`config.mk`:
```
export PLATFORM = sky130hd
export DESIGN_NAME = gn4_fifo
export DESIGN_NICKNAME = d
export VERILOG_FILES = /design/src/rtl/gn4_pkg.sv /design/src/rtl/gn4_fifo.sv
export SDC_FILE = /design/constraint.sdc
export NUM_CORES = 1
export LEC_CHECK = 0
export ABC_AREA = 1
export BUFFER_PORTS_ARGS = -buffer_cell sky130_fd_sc_hd__buf_4
export CAP_MARGIN = 20
export CORE_ASPECT_RATIO = 1.75
export CORE_MARGIN = 1.5
export CORE_UTILIZATION = 50
export CTS_CLUSTER_SIZE = 25
export DETAILED_ROUTE_END_ITERATION = 8
export PLACE_DENSITY = 0.73
export SYNTH_ARGS = -nofsm -noshare
export SYNTH_HDL_FRONTEND = slang
export SYNTH_SLANG_ARGS = --single-unit
```
`constraint.sdc`:
```
create_clock -name clk -period 1.65 [get_ports clk]
set_input_delay 0.2475 -clock clk [delete_from_list [all_inputs] [get_ports clk]]
set_output_delay 0.2475 -clock clk [all_outputs]
set_load 0.1 [all_outputs]
```
`src/rtl/gn4_pkg.sv`:
```
// shared constants and functions for the 4d gradient noise block
package gn4_pkg;

	localparam int FracBitsDefault = 16;
	localparam int CoordWidth = 32;
	localparam int OutWidth = 19;
	localparam int CellBits = 8;
	localparam int QueueDepthDefault = 4;

	// permutation rom lookup
	function automatic logic [7:0] perm(input logic [7:0] idx);
		logic [7:0] rom [256];
		rom = '{
			8'd151,8'd160,8'd137,8'd91,8'd90,8'd15,8'd131,8'd13,8'd201,8'd95,8'd96,8'd53,
			8'd194,8'd233,8'd7,8'd225,8'd140,8'd36,8'd103,8'd30,8'd69,8'd142,8'd8,8'd99,
			8'd37,8'd240,8'd21,8'd10,8'd23,8'd190,8'd6,8'd148,8'd247,8'd120,8'd234,8'd75,
			8'd0,8'd26,8'd197,8'd62,8'd94,8'd252,8'd219,8'd203,8'd117,8'd35,8'd11,8'd32,
			8'd57,8'd177,8'd33,8'd88,8'd237,8'd149,8'd56,8'd87,8'd174,8'd20,8'd125,8'd136,
			8'd171,8'd168,8'd68,8'd175,8'd74,8'd165,8'd71,8'd134,8'd139,8'd48,8'd27,8'd166,
			8'd77,8'd146,8'd158,8'd231,8'd83,8'd111,8'd229,8'd122,8'd60,8'd211,8'd133,8'd230,
			8'd220,8'd105,8'd92,8'd41,8'd55,8'd46,8'd245,8'd40,8'd244,8'd102,8'd143,8'd54,
			8'd65,8'd25,8'd63,8'd161,8'd1,8'd216,8'd80,8'd73,8'd209,8'd76,8'd132,8'd187,
			8'd208,8'd89,8'd18,8'd169,8'd200,8'd196,8'd135,8'd130,8'd116,8'd188,8'd159,8'd86,
			8'd164,8'd100,8'd109,8'd198,8'd173,8'd186,8'd3,8'd64,8'd52,8'd217,8'd226,8'd250,
			8'd124,8'd123,8'd5,8'd202,8'd38,8'd147,8'd118,8'd126,8'd255,8'd82,8'd85,8'd212,
			8'd207,8'd206,8'd59,8'd227,8'd47,8'd16,8'd58,8'd17,8'd182,8'd189,8'd28,8'd42,
			8'd223,8'd183,8'd170,8'd213,8'd119,8'd248,8'd152,8'd2,8'd44,8'd154,8'd163,8'd70,
			8'd221,8'd153,8'd101,8'd155,8'd167,8'd43,8'd172,8'd9,8'd129,8'd22,8'd39,8'd253,
			8'd19,8'd98,8'd108,8'd110,8'd79,8'd113,8'd224,8'd232,8'd178,8'd185,8'd112,8'd104,
			8'd218,8'd246,8'd97,8'd228,8'd251,8'd34,8'd242,8'd193,8'd238,8'd210,8'd144,8'd12,
			8'd191,8'd179,8'd162,8'd241,8'd81,8'd51,8'd145,8'd235,8'd249,8'd14,8'd239,8'd107,
			8'd49,8'd192,8'd214,8'd31,8'd181,8'd199,8'd106,8'd157,8'd184,8'd84,8'd204,8'd176,
			8'd115,8'd121,8'd50,8'd45,8'd127,8'd4,8'd150,8'd254,8'd138,8'd236,8'd205,8'd93,
			8'd222,8'd114,8'd67,8'd29,8'd24,8'd72,8'd243,8'd141,8'd128,8'd195,8'd78,8'd66,
			8'd215,8'd61,8'd156,8'd180};
		return rom[idx];
	endfunction

endpackage

```
`src/rtl/gn4_fifo.sv`:
```
// small register queue, used between front and back ends and as the output queue
module gn4_fifo #(
	parameter int Width = 8,
	parameter int Depth = gn4_pkg::QueueDepthDefault
) (
	input  logic             clk,
	input  logic             arst_n,
	input  logic             wr_en,
	input  logic [Width-1:0] wr_data,
	output logic             full,
	input  logic             rd_en,
	output logic [Width-1:0] rd_data,
	output logic             empty
);
	localparam int Aw = (Depth > 1) ? $clog2(Depth) : 1;

	logic [Width-1:0] mem_q [Depth];
	logic [Aw-1:0] wp_q, rp_q;
	logic [Aw:0] cnt_q;
	logic do_wr, do_rd;

	assign full = (cnt_q == (Aw+1)'(Depth));
	assign empty = (cnt_q == '0);
	assign do_wr = wr_en && !full;
	assign do_rd = rd_en && !empty;
	assign rd_data = mem_q[rp_q];

	// storage
	always_ff @(posedge clk) begin
		if (do_wr) mem_q[wp_q] <= wr_data;
	end

	// pointers and count
	always_ff @(posedge clk or negedge arst_n) begin
		if (!arst_n) begin
			wp_q <= '0;
			rp_q <= '0;
			cnt_q <= '0;
		end else begin
			if (do_wr) wp_q <= (wp_q == Aw'(Depth-1)) ? '0 : wp_q + 1'b1;
			if (do_rd) rp_q <= (rp_q == Aw'(Depth-1)) ? '0 : rp_q + 1'b1;
			if (do_wr && !do_rd) cnt_q <= cnt_q + 1'b1;
			else if (do_rd && !do_wr) cnt_q <= cnt_q - 1'b1;
		end
	end
endmodule

```
==> qor.yml, run 1 <==
status: "finished, violations left"
violations: "negative setup slack"
yosys.area.top_type_share_pct: 54.6
cp_data_arrival_time_ps: 1420
ys_seq_elements: 39
critical_path_class: "reg -> out"
grt_max_degree: 33
hold_violations: 0
cts_made_buffers: 5
rsz0062_at_grt: "true"
ys_seq_area_share_pct: 64.6
min_to: "mem_q[2][0]$_DFFE_PP_"
r2r-start: "cnt_q[2]$_DFFE_PN0P_"
worstPathRequired_ps: 1400
crit_slowest_cell: "dfrtp_2"
synth_top_area_cell: "edfxtp_1"
grt_pass1_wl_mm: 5.07
synth_edf_count: 32
drt_iter0_markers: 34
ys_top_cells_by_count: "38 x nand2_1, 32 x edfxtp_1, 31 x inv_1"
hp-start: "wr_data[0]"
antenna_found_initial: 0
layout-drive-gt1-share_pct: 35.9
fin_nets: 216
dr.pass1.iters: 4
synthMostInstantiatedCell: "nand2_1"
slew_viol_final: 0
worstSkewPairLatency_ps: 290
period_minus_slack_ps: 1670
yosys_warnings: 0
hold_class: "in -> reg"
worst_path_largest_cell_delay_ps: 450
syn_inst: 154
synth.net_count: 173
rows: 28
drc: 0
finalCritPeriodShare_pct: 101
cp_max_fo: 16
hpwl_mm: 2.36
reg2reg_depth: 10
crit_chain: "clkbuf_16 -> o211ai_1 -> nand2_2 -> buf_8"
die_w_um: 47.8
wl_per_cell_um: 15.2
dieArea_mm2: 0.00390
wl_mm: 3.68
grt_pass1_vias: 1201
worstMarginPinSlew_ps: 277
cts_htree_levels: 2
clock_path_buffers: 2
place.gp.congestion: 0.733
die_h_um: 81.5
root_buffer: "clkbuf_8"
r2r_setup_slack_ps: 0
worstHoldPathCells: 1
max_freq_mhz: 600
finalSetupViolCount: 2
clkTransAtPathRegs_ps: 70
start_util_pct: 52.3
worst_slack_ps: -15.7
io_pins: 22
areaGrowthSynthToFinish_pct: 31.9
timing.hold.ws_ps: 159
grt-ovfl-total: 0
cts_sinks: 39
vias_per_cell: 5.18
final.setup.tns_ps: -16.0
start_kind: "register"
async_reset_ff_share_pct: 17.9
via_count: 1259
ant_nets: 0
endpoint_kind: "primary output"
track_usage_pct: 19.6
synth_area_mm2: 0.00176
max-slew-margin-rel_pct: 81.7
ys.flop_type: "edfxtp_1"
fin_skew_ps: 10.1
timing.rr.end: "cnt_q[2]$_DFFE_PN0P_"
synth_cell_types: 16
portBuffers: 21
cts_tree: "done"
antenna_cells: 0
syn_avg_cell_area_um2: 11.4
drv_cap: 0
design.core.area_mm2: 0.00336
synth_area_leaders: "edfxtp_1 55%, dfrtp_1 10%, nand2_1 8.1%"
per-layer routing:
| layer | part of all wire [%] | vias to the layer above | track usage [%] |
|---|---|---|---|
| li1 | - | 589 | - |
| met1 | 32 | 605 | 17.0 |
| met2 | 59 | 49 | 36.3 |
| met3 | 4.6 | 16 | 5.27 |
| met4 | 3.9 | 0 | 11.1 |
| met5 | 0 | - | 0 |
logic make-up after synthesis:
logic type | after synthesis | share of synthesized area (%)
simple gates | 53 | 12.1
xor+xnor | 1 | 0.498
buf+inv | 37 | 10.0
flops | 39 | 64.6
fa+ha+maj | 7 | 5.41
compound gates | 17 | 7.40
repair_timing:
action                                  CTS  global route
pin swaps                                 6            16
endpoints found under the hold margin     7             0
gates cloned                              0             1
endpoints found under the setup margin   11            12
hold buffers                              1             0
resized for setup                        19            17
setup buffers                             4             3
flip-flops by register name (all words and copies together) (netlist names):
register / cells
rp_q: 2
cnt_q: 3
wp_q: 2
mem_q: 32
worst max-delay path by stage:
stage | cells after the start | slack [ps] | from | end
finish | 4 | -20 | rp_q[0]$_DFFE_PN0P_ | rd_data[7]
global route | 9 | -90 | cnt_q[1]$_DFFE_PN0P_ | cnt_q[1]$_DFFE_PN0P_
CTS | 10 | -40 | cnt_q[2]$_DFFE_PN0P_ | cnt_q[2]$_DFFE_PN0P_
detailed placement | 10 | -150 | cnt_q[2]$_DFFE_PN0P_ | cnt_q[2]$_DFFE_PN0P_
global placement | 9 | 40 | cnt_q[1]$_DFFE_PN0P_ | cnt_q[1]$_DFFE_PN0P_
floorplan | 9 | -9 | cnt_q[1]$_DFFE_PN0P_ | cnt_q[1]$_DFFE_PN0P_
worst max-delay path, delay by kind of cell, from the launching register on:
family          cells  cell delay, ps
simple gates        1              90
compound gates      1             230
buf+inv             2             370
flops               1             450
stage by stage:
step	instance area [µm²]	worst slack, ps	instances	utilization, %
3_3_place_gp	2040	38.9	226	60.6
5_1_grt	2320	-87.9	243	69.0
4_1_cts	2210	-42.8	239	65.7
2_1_floorplan	1780	-8.98	154	-
3_5_place_dp	2040	-155	226	60.6
6_report	2320	-15.7	243	69.0
placed cells by master, fill, tap and decap left out, types with 2 or more instances in the layout:
master,instances
clkbuf_8,5
buf_12,4
nand3_1,4
buf_6,2
inv_1,25
ha_1,5
inv_2,6
clkbuf_1,3
nand2_2,11
buf_4,29
nand2_1,27
nand3_2,3
o211ai_1,15
edfxtp_1,32
dfrtp_1,6
buf_8,4
nor2_1,6
cell type report:
| type | count | area (µm²) |
|---|---|---|
| tap | 45 | 56.3 |
| fill | 250 | 1040 |
| clock buffer | 8 | 80.1 |
| sequential | 39 | 1140 |
| inverter | 32 | 123 |
| multi-input combinational | 78 | 509 |
| timing repair buffer | 41 | 415 |
Power of run 1 is left out: the tool's default activity adds up to more than one toggle a clock period on the data nets, which glitch-free logic cannot reach.
==> run 2: changes to the inputs <==
- CORE_MARGIN: 1.5 -> not set
==> qor.yml, run 2 (synthesized netlist as in run 1, its figures left out) <==
grt_pass1_wl_mm: 4.85  # -4.4%
rsz0062_at_grt: "true"
hold_violations: 0  # unchanged
largest_reg_flops: 32  # unchanged
hold_class: "in -> reg"
grt_pass1_vias: 1161  # -3.3%
cts_tree: "done"
die_h_um: 80.5  # -1.2%
worstMarginPinSlew_ps: 279  # +2.37 ps
track_usage_pct: 19.4  # -0.15 points
period_minus_slack_ps: 1660  # -5.35 ps
violations: "negative setup slack"
areaGrowthSynthToFinish_pct: 31.1
finalSetupViolCount: 1  # -1
slew_viol_final: 0  # unchanged
drv_cap: 0  # unchanged
portBuffers: 21  # unchanged
cts_made_buffers: 5  # unchanged
max-slew-margin-rel_pct: 81.6  # -0.16 points
design.core.area_mm2: 0.00336  # unchanged
grt-ovfl-total: 0  # unchanged
top_register: "mem_q"
clock_path_buffers: 2  # unchanged
vias_per_cell: 4.86  # -6.1%
start_kind: "register"
dr.pass1.iters: 4  # unchanged
top_regs: "mem_q x32, cnt_q x3"
drc: 0  # unchanged
fin_nets: 214  # -0.93%
final_common_cell: "edfxtp_1"
cp_max_fo: 16  # unchanged
root_buffer: "clkbuf_8"
drt_iter0_markers: 16  # -53%
worstPathRequired_ps: 1400  # about the same
rows: 28  # unchanged
io_pins: 22  # unchanged
wl_per_cell_um: 13.5  # -11%
antenna_cells: 0  # unchanged
cts_sinks: 39  # unchanged
hpwl_mm: 2.17  # -8.1%
layout-drive-gt1-share_pct: 34.7  # -1.2 points
cts_htree_levels: 2  # unchanged
worstSkewPairLatency_ps: 290  # about the same
dieArea_mm2: 0.00377  # -3.3%
max_freq_mhz: 602  # +0.32%
place_area_mm2: 0.00204  # +0.37%
via_count: 1172  # -6.9%
final_cell_area_mm2: 0.00231  # -0.65%
timing.hold.ws_ps: 149  # -9.90 ps
antenna_found_initial: 0  # unchanged
final_cell_mix: "32 x edfxtp_1, 28 x nand2_1, 28 x buf_4"
cp_data_arrival_time_ps: 1410  # about the same
wl_mm: 3.25  # -12%
critical_path_class: "reg -> out"
ant_nets: 0  # unchanged
die_w_um: 46.8  # -2.1%
endpoint_kind: "primary output"
place.gp.congestion: 0.684  # -6.7%
start_util_pct: 52.3  # unchanged
fin_skew_ps: 5.06  # -5.08 ps
grt_max_degree: 33  # unchanged
status: "finished, violations left"
finalCritPeriodShare_pct: 101  # -0.32 points
worst_slack_ps: -10.4  # +5.35 ps
clkTransAtPathRegs_ps: 70  # about the same
## run 2: area by class of cell
cell class,instances,area (µm²)
Clock buffer,5,68.8
Clock inverter,3,38.8
Fill cell,264,1060
Inverter,32,120
Multi-Input combinational cell,78,497
Sequential cell,39,1140
Tap cell,45,56.3
Timing Repair Buffer,39,388
## run 2: final timing paths
path                       slack, ps  cells after the start                 start                    end
min in group asynchronous        300                      2                arst_n    rp_q[0]$_DFFE_PN0P_
setup reg to reg                  40                      9  cnt_q[1]$_DFFE_PN0P_   cnt_q[1]$_DFFE_PN0P_
max in group asynchronous       1210                      2                arst_n    rp_q[0]$_DFFE_PN0P_
hold / removal                   150                      1            wr_data[1]  mem_q[0][1]$_DFFE_PP_
setup / recovery                 -10                      4   rp_q[0]$_DFFE_PN0P_             rd_data[4]
hold reg to reg                  550                      2  cnt_q[2]$_DFFE_PN0P_   cnt_q[2]$_DFFE_PN0P_
## run 2: per-stage QoR
step,util (%),setup TNS [ps],std cells,setup slack [ps]
2_1_floorplan,-,-8.98,154,-8.98
3_3_place_gp,60.8,0,227,71.1
3_5_place_dp,60.8,-93.2,227,-66.1
4_1_cts,65.8,-3.04,238,-3.04
5_1_grt,68.6,-421,241,-76.5
6_report,68.6,-10.4,241,-10.4
## run 2: critical path, cell delays in order (launching register included)
cell and delay, ps:
dfrtp_2 450, buf_12 160, o211ai_1 230, nand2_2 90, buf_6 190
## run 2: what timing repair did
item,4_1_cts,5_1_grt
endpoints found under the hold margin,7,0
endpoints found under the setup margin,10,11
cloned,0,1
hold buffers,1,0
gates resized for setup,13,15
buffers inserted,2,2
pin swaps,3,13
## run 2: layer usage
| layer | vias to the layer above | track usage (%) | share of wire, % |
|---|---|---|---|
| met3 | 7 | 5.84 | 3.3 |
| met4 | 0 | 12.6 | 3.6 |
| li1 | 586 | - | - |
| met5 | - | 0 | 0 |
| met1 | 555 | 17.9 | 37 |
| met2 | 24 | 34.0 | 56 |
Power of run 2 is left out for the same reason.
==> run 3: changes to the inputs <==
- PLACE_DENSITY: 0.73 -> not set
- PLACE_DENSITY_LB_ADDON: not set -> 0.25
==> qor.yml, run 3 (synthesized netlist as in run 1, its figures left out) <==
max-slew-margin-rel_pct: 81.7  # +0.14 points
dr.pass1.iters: 4  # unchanged
dieArea_mm2: 0.00377  # unchanged
status: "complete, no violations"
final_common_cell: "buf_4"
critical_path_class: "reg -> out"
vias_per_cell: 4.94  # +1.6%
hp-start: "wr_data[1]"
period_minus_slack_ps: 1610  # -46.7 ps
die_h_um: 80.5  # unchanged
fill_cells: 257  # -2.7%
min_to: "mem_q[0][1]$_DFFE_PP_"
max_freq_mhz: 620  # +2.9%
finalSetupViolCount: 0  # -1
cp_max_fo: 32  # +16
ant_nets: 0  # unchanged
top_regs: "mem_q x32, cnt_q x3"
fin_nets: 219  # +2.3%
track_usage_pct: 20.0  # +0.59 points
rsz0062_at_grt: "true"
grt_pass1_vias: 1236  # +6.5%
wl_per_cell_um: 13.3  # -1.0%
cts_tree: "done"
place.gp.congestion: 0.651  # -4.8%
cts_htree_levels: 2  # unchanged
drv_cap: 0  # unchanged
r2r-start: "cnt_q[0]$_DFFE_PN0P_"
die_w_um: 46.8  # unchanged
final.setup.tns_ps: 0  # +10.4 ps
wl_mm: 3.28  # +1.0%
grt_use_met2_pct: 37.6  # +3.6 points
met3_usage_pct: 4.94  # -0.90 points
grt_max_degree: 33  # unchanged
io_pins: 22  # unchanged
slew_viol_final: 0  # unchanged
cts_made_buffers: 5  # unchanged
grt-ovfl-total: 0  # unchanged
clock_path_buffers: 2  # unchanged
worstMarginPinSlew_ps: 277  # -2.13 ps
layout-drive-gt1-share_pct: 35.8  # +1.1 points
largest_reg_flops: 32  # unchanged
finalCritPeriodShare_pct: 97.8  # -2.8 points
hpwl_mm: 2.26  # +4.0%
clkTransAtPathRegs_ps: 70  # about the same
timing.rr.end: "cnt_q[1]$_DFFE_PN0P_"
grt_pass1_wl_mm: 5.08  # +4.7%
via_count: 1215  # +3.7%
cts_sinks: 39  # unchanged
root_buffer: "clkbuf_8"
portBuffers: 21  # unchanged
worstSkewPairLatency_ps: 280  # about the same
use_met1_pct: 17.8  # -0.11 points
reg2reg_depth: 9  # unchanged
hold_violations: 0  # unchanged
final_cell_mix: "33 x buf_4, 32 x edfxtp_1, 27 x inv_1"
top_register: "mem_q"
antenna_found_initial: 0  # unchanged
design.core.area_mm2: 0.00336  # unchanged
timing.hold.ws_ps: 163  # +13.4 ps
endpoint_kind: "primary output"
r2r_setup_slack_ps: 60  # +20 ps
drt_iter0_markers: 34  # +18
worstPathRequired_ps: 1400  # about the same
fin_skew_ps: 6.78  # +1.72 ps
areaGrowthSynthToFinish_pct: 30.4
cp_data_arrival_time_ps: 1370  # -40 ps
drc: 0  # unchanged
worstHoldPathCells: 1  # unchanged
antenna_cells: 0  # unchanged
multi_input_area_um2: 507  # +2.0%
rows: 28  # unchanged
start_util_pct: 52.3  # unchanged
top_usage_layer: "met2"
seq_area_mm2: 0.00114  # -0.11%
hold_class: "in -> reg"
start_kind: "register"
[run 3: worst max-delay path, cell delays in order (launching register included)]
cell      delay (ps)
dfrtp_1          410
buf_12           170
o211ai_1         220
nand2_2           90
buf_8            180
[run 3: stage by stage]
step	std cells	instance area (µm²)	utilization, %	setup slack [ps]
floorplan	154	1780	-	-8.98
global placement	227	2040	60.8	71.3
detailed placement	227	2040	60.8	-96.1
CTS	244	2230	66.3	0.153
global route	246	2290	68.2	-46.6
finish	246	2290	68.2	36.3
[run 3: final cells by class]
class                   count  share of cell area [%]
flip-flops and latches     39                    49.5
multi-input cells          78                    22.1
repair buffers             44                    17.2
inverters                  32                    5.24
clock buffers               8                    3.49
well taps                  45                    2.45
[run 3: worst max path at each step]
stage / slack [ps] / cells past startpoint / from / endpoint
floorplan: -9 / 9 / cnt_q[1]$_DFFE_PN0P_ / cnt_q[1]$_DFFE_PN0P_
global placement: 70 / 10 / cnt_q[2]$_DFFE_PN0P_ / cnt_q[2]$_DFFE_PN0P_
detailed placement: -100 / 10 / cnt_q[2]$_DFFE_PN0P_ / cnt_q[2]$_DFFE_PN0P_
CTS: 0.2 / 10 / cnt_q[2]$_DFFE_PN0P_ / cnt_q[2]$_DFFE_PN0P_
global route: -50 / 9 / cnt_q[1]$_DFFE_PN0P_ / cnt_q[1]$_DFFE_PN0P_
finish: 40 / 4 / rp_q[0]$_DFFE_PN0P_ / rd_data[2]
[run 3: what timing repair did]
| action | in CTS | in global routing |
|---|---|---|
| endpoints found under the hold margin | 7 | 0 |
| buffers inserted | 8 | 3 |
| gates resized for setup | 14 | 13 |
| pin swaps | 4 | 7 |
| hold buffers | 1 | 0 |
| setup endpoints to repair | 10 | 12 |
[run 3: metal layers]
layer | up-vias | share of wire [%]
met5 | - | 0
met4 | 0 | 1.9
met3 | 9 | 2.9
met2 | 26 | 59
met1 | 582 | 36
li1 | 598 | -
Power of run 3 is left out for the same reason.
